--- config.mk ---
export PLATFORM = sky130hd
export DESIGN_NAME = closest_adjacent_pairs_finder_core
export DESIGN_NICKNAME = d
export VERILOG_FILES = /design/src/sv/cpf_pkg.sv /design/src/sv/cpf_front.sv /design/src/sv/cpf_back.sv /design/src/sv/closest_adjacent_pairs_finder_core.sv
export SDC_FILE = /design/constraint.sdc
export NUM_CORES = 2
export LEC_CHECK = 0
export CORE_MARGIN = 4
export CORE_UTILIZATION = 61
export CTS_CLUSTER_SIZE = 12
export DETAILED_ROUTE_END_ITERATION = 8
export DONT_BUFFER_PORTS = 1
export GPL_TIMING_DRIVEN = 0
export PLACE_DENSITY_LB_ADDON = 0.08
export SYNTH_ARGS = -nofsm -noshare
export SYNTH_HDL_FRONTEND = slang
export SYNTH_SLANG_ARGS = --single-unit
export TNS_END_PERCENT = 20
--- constraint.sdc ---
create_clock -name clk -period 13.16 [get_ports clk]
set_input_delay 2.632 -clock clk [delete_from_list [all_inputs] [get_ports clk]]
set_output_delay 2.632 -clock clk [all_outputs]
set_load 0.01 [all_outputs]
--- src/sv/cpf_pkg.sv ---
// Shared constants and types for the closest adjacent pairs finder.
`default_nettype none
package cpf_pkg;

  localparam int CAPACITY    = 16;
  localparam int CNT_W       = $clog2(CAPACITY + 1);
  localparam int IDX_W       = $clog2(CAPACITY);
  localparam int QUEUE_DEPTH = 4;
  localparam int QPTR_W      = $clog2(QUEUE_DEPTH);
  localparam int VAL_W       = 32;

  typedef logic [VAL_W-1:0] value_t;

  typedef struct packed {
    value_t value;
    logic   last;
  } item_t;

  typedef enum logic [2:0] {
    ST_LOAD = 3'b001,
    ST_SCAN = 3'b010,
    ST_EMIT = 3'b100
  } state_t;

endpackage
`default_nettype wire

--- src/sv/cpf_front.sv ---
// Intake side: accepts items and holds them in a short queue for the sorter.
`default_nettype none
module cpf_front (
  input  wire              clk,
  input  wire              rst_n,
  input  wire              in_valid,
  output logic             in_ready,
  input  cpf_pkg::item_t   in_item,
  output logic             q_valid,
  output cpf_pkg::item_t   q_item,
  input  wire              q_pop
);
  import cpf_pkg::*;

  item_t             q_mem_r [QUEUE_DEPTH];
  logic [QPTR_W-1:0] wr_ptr_r;
  logic [QPTR_W-1:0] rd_ptr_r;
  logic [QPTR_W:0]   fill_r;
  logic              push;
  logic              pop;

  assign in_ready = (fill_r != (QPTR_W+1)'(QUEUE_DEPTH));
  assign q_valid  = (fill_r != '0);
  assign q_item   = q_mem_r[rd_ptr_r];
  assign push     = in_valid && in_ready;
  assign pop      = q_pop && q_valid;

  always_ff @(posedge clk) begin
    if (!rst_n) begin
      wr_ptr_r <= '0;
      rd_ptr_r <= '0;
      fill_r   <= '0;
    end else begin
      if (push) begin
        wr_ptr_r <= (wr_ptr_r == QPTR_W'(QUEUE_DEPTH - 1)) ? '0 : wr_ptr_r + 1'b1;
      end
      if (pop) begin
        rd_ptr_r <= (rd_ptr_r == QPTR_W'(QUEUE_DEPTH - 1)) ? '0 : rd_ptr_r + 1'b1;
      end
      case ({push, pop})
        2'b10:   fill_r <= fill_r + 1'b1;
        2'b01:   fill_r <= fill_r - 1'b1;
        default: fill_r <= fill_r;
      endcase
    end
  end

  always_ff @(posedge clk) begin
    if (push) begin
      q_mem_r[wr_ptr_r] <= in_item;
    end
  end

endmodule
`default_nettype wire

--- src/sv/cpf_back.sv ---
// Work side: insertion-sort row, minimum gap scan and pair emission.
`default_nettype none
module cpf_back (
  input  wire                    clk,
  input  wire                    rst_n,
  input  wire                    q_valid,
  input  cpf_pkg::item_t         q_item,
  output logic                   q_pop,
  output logic                   out_valid,
  input  wire                    out_ready,
  output logic [cpf_pkg::VAL_W-1:0] out_lower_value,
  output logic [cpf_pkg::VAL_W-1:0] out_upper_value,
  output logic [cpf_pkg::VAL_W-1:0] out_pair_gap,
  output logic                   out_pair_present,
  output logic                   out_capacity_overflow,
  output logic                   out_final_result
);
  import cpf_pkg::*;

  state_t           state_r, state_nxt;
  value_t           row_r [CAPACITY];
  value_t           ins_row [CAPACITY];
  logic [CAPACITY-1:0] shift_c;
  logic [CNT_W-1:0] cnt_r, cnt_nxt;
  logic             ovf_r, ovf_nxt;
  logic [IDX_W-1:0] step_r, step_nxt;
  value_t           min_r, min_nxt;
  logic [IDX_W-1:0] last_idx_r, last_idx_nxt;
  logic             single_r, single_nxt;
  logic             out_valid_r;
  value_t           lower_r, upper_r, gap_r;
  logic             present_r, ovf_out_r, final_r;

  logic   take, store_ok, step_ok, slot_free, hit;
  logic   row_ins, row_rot, out_load, load_present, load_final;
  value_t gap_c;

  assign q_pop     = (state_r == ST_LOAD);
  assign take      = q_pop && q_valid;
  assign store_ok  = (cnt_r != CNT_W'(CAPACITY));
  assign gap_c     = row_r[1] - row_r[0];
  assign step_ok   = ((CNT_W'(step_r) + CNT_W'(1)) < cnt_r);
  assign hit       = step_ok && (gap_c == min_r);
  assign slot_free = !out_valid_r || out_ready;

  // Each cell shifts when the new value belongs at or before it.
  for (genvar k = 0; k < CAPACITY; k++) begin : g_cell
    assign shift_c[k] = (CNT_W'(k) < cnt_r) ?
                        ($signed(q_item.value) < $signed(row_r[k])) :
                        (CNT_W'(k) == cnt_r);
    if (k == 0) begin : g_head
      assign ins_row[k] = shift_c[k] ? q_item.value : row_r[k];
    end else begin : g_body
      assign ins_row[k] = shift_c[k] ? (shift_c[k-1] ? row_r[k-1] : q_item.value)
                                     : row_r[k];
    end
  end

  always_comb begin
    state_nxt    = state_r;
    cnt_nxt      = cnt_r;
    ovf_nxt      = ovf_r;
    step_nxt     = step_r;
    min_nxt      = min_r;
    last_idx_nxt = last_idx_r;
    single_nxt   = single_r;
    row_ins      = 1'b0;
    row_rot      = 1'b0;
    out_load     = 1'b0;
    load_present = 1'b0;
    load_final   = 1'b0;
    case (state_r)
      ST_LOAD: begin
        if (take) begin
          if (store_ok) begin
            row_ins = 1'b1;
            cnt_nxt = cnt_r + 1'b1;
          end else begin
            ovf_nxt = 1'b1;
          end
          if (q_item.last) begin
            step_nxt = '0;
            if (store_ok && cnt_r == '0) begin
              single_nxt = 1'b1;
              state_nxt  = ST_EMIT;
            end else begin
              single_nxt = 1'b0;
              state_nxt  = ST_SCAN;
            end
          end
        end
      end
      ST_SCAN: begin
        // one full rotation of the row; gaps past the fill are ignored
        row_rot  = 1'b1;
        step_nxt = step_r + 1'b1;
        if (step_ok) begin
          if (step_r == '0 || gap_c < min_r) begin
            min_nxt      = gap_c;
            last_idx_nxt = step_r;
          end else if (gap_c == min_r) begin
            last_idx_nxt = step_r;
          end
        end
        if (step_r == IDX_W'(CAPACITY - 1)) begin
          step_nxt  = '0;
          state_nxt = ST_EMIT;
        end
      end
      ST_EMIT: begin
        if (slot_free) begin
          if (single_r) begin
            out_load     = 1'b1;
            load_present = 1'b0;
            load_final   = 1'b1;
          end else begin
            row_rot  = 1'b1;
            step_nxt = step_r + 1'b1;
            if (hit) begin
              out_load     = 1'b1;
              load_present = 1'b1;
              load_final   = (step_r == last_idx_r);
            end
          end
          if (out_load && load_final) begin
            state_nxt = ST_LOAD;
            cnt_nxt   = '0;
            ovf_nxt   = 1'b0;
          end
        end
      end
      default: begin
        state_nxt = ST_LOAD;
      end
    endcase
  end

  always_ff @(posedge clk) begin
    if (!rst_n) begin
      state_r     <= ST_LOAD;
      cnt_r       <= '0;
      ovf_r       <= 1'b0;
      out_valid_r <= 1'b0;
    end else begin
      state_r <= state_nxt;
      cnt_r   <= cnt_nxt;
      ovf_r   <= ovf_nxt;
      if (out_load) begin
        out_valid_r <= 1'b1;
      end else if (out_ready) begin
        out_valid_r <= 1'b0;
      end
    end
  end

  always_ff @(posedge clk) begin
    step_r     <= step_nxt;
    min_r      <= min_nxt;
    last_idx_r <= last_idx_nxt;
    single_r   <= single_nxt;
    for (int k = 0; k < CAPACITY; k++) begin
      if (row_ins) begin
        row_r[k] <= ins_row[k];
      end else if (row_rot) begin
        row_r[k] <= row_r[(k + 1) % CAPACITY];
      end
    end
    if (out_load) begin
      lower_r   <= row_r[0];
      upper_r   <= single_r ? row_r[0] : row_r[1];
      gap_r     <= single_r ? '0 : gap_c;
      present_r <= load_present;
      ovf_out_r <= ovf_r;
      final_r   <= load_final;
    end
  end

  assign out_valid             = out_valid_r;
  assign out_lower_value       = lower_r;
  assign out_upper_value       = upper_r;
  assign out_pair_gap          = gap_r;
  assign out_pair_present      = present_r;
  assign out_capacity_overflow = ovf_out_r;
  assign out_final_result      = final_r;

endmodule
`default_nettype wire

--- src/sv/closest_adjacent_pairs_finder_core.sv ---
// Top level of the closest adjacent pairs finder.
// Collects up to 16 signed Q16.16 values per set, one transfer per cycle while
// in_ready is high, into a sorted insertion row; the value flagged end_of_set
// closes the set, and values past the 16th are dropped with capacity_overflow set
// on every result of that set. After the closing value the row is rotated once to
// find the minimum neighbor gap, then stepped again to emit every neighboring pair
// at that gap in ascending order, stopping at the pair marked final_result; the
// stepping waits while the output is stalled. A one-value set gives a single
// result with pair_present low.
// A four-entry queue ahead of the sorter keeps taking values while the scan runs;
// the output register lets the next result wait while the consumer stalls.
`default_nettype none
module closest_adjacent_pairs_finder_core (
  input  wire                       clk,
  input  wire                       rst_n,
  input  wire                       in_valid,
  output logic                      in_ready,
  input  wire signed [31:0]         in_sample_value,
  input  wire                       in_end_of_set,
  output logic                      out_valid,
  input  wire                       out_ready,
  output logic signed [31:0]        out_lower_value,
  output logic signed [31:0]        out_upper_value,
  output logic [31:0]               out_pair_gap,
  output logic                      out_pair_present,
  output logic                      out_capacity_overflow,
  output logic                      out_final_result
);
  import cpf_pkg::*;

  item_t  in_item;
  item_t  q_item;
  logic   q_valid;
  logic   q_pop;
  value_t lower_w, upper_w;

  assign in_item.value = value_t'(in_sample_value);
  assign in_item.last  = in_end_of_set;

  cpf_front u_front (
    .clk      (clk),
    .rst_n    (rst_n),
    .in_valid (in_valid),
    .in_ready (in_ready),
    .in_item  (in_item),
    .q_valid  (q_valid),
    .q_item   (q_item),
    .q_pop    (q_pop)
  );

  cpf_back u_back (
    .clk                   (clk),
    .rst_n                 (rst_n),
    .q_valid               (q_valid),
    .q_item                (q_item),
    .q_pop                 (q_pop),
    .out_valid             (out_valid),
    .out_ready             (out_ready),
    .out_lower_value       (lower_w),
    .out_upper_value       (upper_w),
    .out_pair_gap          (out_pair_gap),
    .out_pair_present      (out_pair_present),
    .out_capacity_overflow (out_capacity_overflow),
    .out_final_result      (out_final_result)
  );

  assign out_lower_value = $signed(lower_w);
  assign out_upper_value = $signed(upper_w);

endmodule
`default_nettype wire

==> results.py <==
metrics = {
    "grt": {
        "grt_use_total_pct": 38.2,
        "grt_max_degree": 39,
        "antenna_found_initial": 0,
        "grt_overflow": 0,
        "grt_pass1_wl_mm": 251,
        "grt_pass1_vias": 39633,
    },
    "yosys": {
        "syn-num-nets": 5364,
        "ys_ff_latch": 803,
        "avgSynthCellArea_sq_um": 10.7,
        "synth-warning-count": 0,
        "synth_compound_area_share_pct": 18.2,
        "synth-xor-area-share_pct": 0.653,
        "synth-simple-area-share_pct": 11.3,
        "syn_area_sq_um": 51000,
        "yosysSeqAreaShare_pct": 46.9,
        "synthCells": 4750,
        "synth_edf_count": 784,
        "synthMuxAreaShare_pct": 2.37,
        "synth-main-ff-cell": "edfxtp_1",
        "synth_top_family_by_area": "compound AO/OA/AOI/OAI gates",
        "synth_cell_type_count": 81,
        "synthAdderAreaFrac_pct": 14.2,
        "ys_async_sr_fraction_pct": 0,
    },
    "pwr": {
        "p_seq_share_pct": 30.8,
        "p_total_mw": 12.6,
        "combPwrFrac_pct": 50.2,
        "internal_power_mw": 7.36,
        "ir_drop_v": 0.000250,
        "clkPwrFrac_pct": 19.0,
        "p_sw_share_pct": 41.6,
        "p_switching_mw": 5.24,
        "p_per_area_nw_per_um2": 227,
        "leakage_nw": 23.1,
    },
    "routing": {
        "routed_wl_mm": 173,
        "routed.top_layer": "met4",
        "post-route-drc-count": 0,
        "drt-met1-wl_mm": 65.5,
        "met2WireLength_mm": 75.1,
        "route.detailed.wl_per_inst_um": 28.9,
        "drt.antenna.violating_nets": 0,
        "num_vias": 41456,
        "first_iter_violations": 5190,
        "route.met3.wl_mm": 21.4,
        "viasPerCell": 6.92,
        "firstDrtPassIters": 8,
    },
    "timing": {
        "hold_viol_final": 0,
        "clock_skew_ns": 0.0356,
        "setup_tns_ns": 0,
        "finalCriticalPeriod_ns": 7.31,
        "maxSlewHeadroom_pct": 10.6,
        "drv_slew": 0,
        "finalSetupViolCount": 0,
        "hold_ws_ns": 0.547,
        "worstMarginPinSlew_ns": 1.34,
        "period_share_pct": 55.6,
        "setup_slack_ns": 5.85,
        "rsz0062_at_grt": "no",
        "max_freq_ghz": 0.137,
    },
    "cts": {
        "clk_latency_ns": 0.68,
        "cts_buffers": 88,
        "cts_max_path_buffers": 3,
        "clk_pin_slew_worst_paths_ns": 0.06,
        "numClockSinks": 803,
        "htreeDepth": 3,
        "cts_resized": 0,
        "cts_tree": "built",
        "post_cts_buffers": 0,
        "cts-root-buf": "clkbuf_16",
        "ctsHoldBuffers": 0,
    },
    "critical_path": {
        "critPathSlowestCell": "mux4_2",
        "critPathTopFamily": "compound AO/OA/AOI/OAI gates",
        "end_kind": "register",
        "path_class": "register to register",
        "worstSetupStartpointType": "register",
        "path_cells": "buf_6, buf_1, mux4_2, ha_1, a21o_1, a21o_1, a21o_1, o311ai_1, a31oi_1, o22a_1, o22ai_1, clkbuf_1, nand2_1, nand2_2",
        "crit_arrival_ns": 7.61,
        "crit_top_cell": "a21o_1",
        "required_ns": 13.46,
        "cpPeakStageDelay_ns": 0.96,
        "crit_fanout": 32,
        "path_buf_inv": 3,
    },
    "layout": {
        "utilization_pct": 67.2,
        "area_growth_pct": 8.77,
        "nets": 5469,
        "drive_gt1_share_pct": 5.04,
        "fin_cells": 5989,
        "layout_commonest_cell": "edfxtp_1",
        "fillCellCount": 6446,
        "fin_area_sq_um": 55400,
        "mostFrequentLayoutCells": "784 x edfxtp_1, 584 x inv_1, 575 x ha_1, 402 x a221o_1, 391 x nor2_1",
    },
    "die": {
        "fp.coreArea_sq_um": 82500,
        "io_pins": 138,
        "std_cell_rows": 105,
        "die_x_um": 297,
        "die_h_um": 297,
        "initial_core_util_pct": 61.8,
        "die_area_sq_um": 88200,
    },
    "status": {
        "status": "finished, final reports clean",
    },
    "place": {
        "port_buffers": 0,
        "place_congestion": 0.995,
        "dp_slack_ns": 5.17,
        "dp.cells": 5834,
        "dpl_cell_area_sq_um": 52700,
        "post-dp-hpwl_mm": 135,
    },
    "flow_run": {
        "maxCapViolations": 0,
    },
    "hold_path": {
        "hp-class": "register to register",
    },
}
## synth_stat cells, types with 16 or more instances
library cell | instances | area [sq um]
a211o_1 | 40 | 350
a221oi_1 | 41 | 359
nor3_1 | 160 | 801
a211oi_1 | 29 | 218
and2_1 | 16 | 100
edfxtp_1 | 784 | 23500
nor2b_1 | 138 | 863
clkbuf_1 | 205 | 769
inv_1 | 584 | 2190
nor4_1 | 16 | 100
nand4_1 | 75 | 469
nand2b_1 | 20 | 125
a21o_1 | 129 | 968
nand3_1 | 57 | 285
xor2_1 | 18 | 158
nor2_1 | 392 | 1470
buf_2 | 32 | 160
a21oi_1 | 155 | 776
o21ai_0 | 208 | 1040
o21a_1 | 32 | 240
o211ai_1 | 28 | 210
xnor2_1 | 20 | 175
a221o_1 | 402 | 4020
and3_1 | 20 | 125
dfxtp_1 | 19 | 380
ha_1 | 575 | 7190
mux4_2 | 33 | 743
nand2_1 | 266 | 998
mux2i_1 | 44 | 440
## metal layers
metal,track usage (%),vias to the layer above
li1,-,18212
met1,51.7,19998
met2,58.1,2747
met3,7.69,499
met4,20.9,0
met5,0,-
## state kept, by name (all words and copies together) (netlist names), 4 cells and up, named ones only
register	cells
u_front.q_mem_r	132
u_back.out_lower_value	32
u_back.row_r	512
u_back.last_idx_r	4
u_back.cnt_r	5
u_back.min_r	32
u_back.out_upper_value	32
u_back.out_pair_gap	32
u_back.step_r	4
## worst min-delay path, stage by stage, from the launching register on
cell      delay, ns
dfxtp_1        0.34
o21ai_0        0.08
a21boi_0       0.07
## worst paths after layout
path / from / endpoint / slack, ns / cells after the start
worst max-delay path: register / u_back.row_r[14][12] / 5.85 / 14
worst min-delay path: u_front.fill_r[2] / u_front.fill_r[2] / 0.55 / 2
worst max register to register: register / u_back.row_r[14][12] / 5.85 / 14
worst min register to register: u_front.fill_r[2] / u_front.fill_r[2] / 0.55 / 2
## power groups by stage
stage	Sequential [mW]	Combinational [mW]	Clock, mW
after CTS	3.85	6.18	2.40
after global placement	3.92	5.90	0
after detailed placement	3.90	6.14	0
after global routing	3.88	6.94	2.51
final	3.88	6.32	2.40
after floorplan	3.73	4.33	0
## cell families (layout without fill, tap and decap cells)
family / Yosys count / after routing
AOI/OAI and AO/OA: 1193 / 1193
xor gates and xnor gates: 38 / 38
adders and majority gates: 577 / 577
buffers and inverters: 842 / 1009
DFF: 803 / 803
muxes: 79 / 79
other: 0 / 2
and+or+nand+nor: 1218 / 1218
## final cells by class
type	instances	area (sq um)	area share, %
multi-input combinational	3105	23900	43.2
sequential	803	23900	43.2
clock buffer	117	2450	4.42
inverter	585	2200	3.96
tap	1070	1340	2.41
buffer	257	1040	1.88
timing repair buffer	15	295	0.533
clock inverter	35	245	0.442
antenna	2	5.00	0.00903
Note: power is estimated with default switching activity, not from simulation.
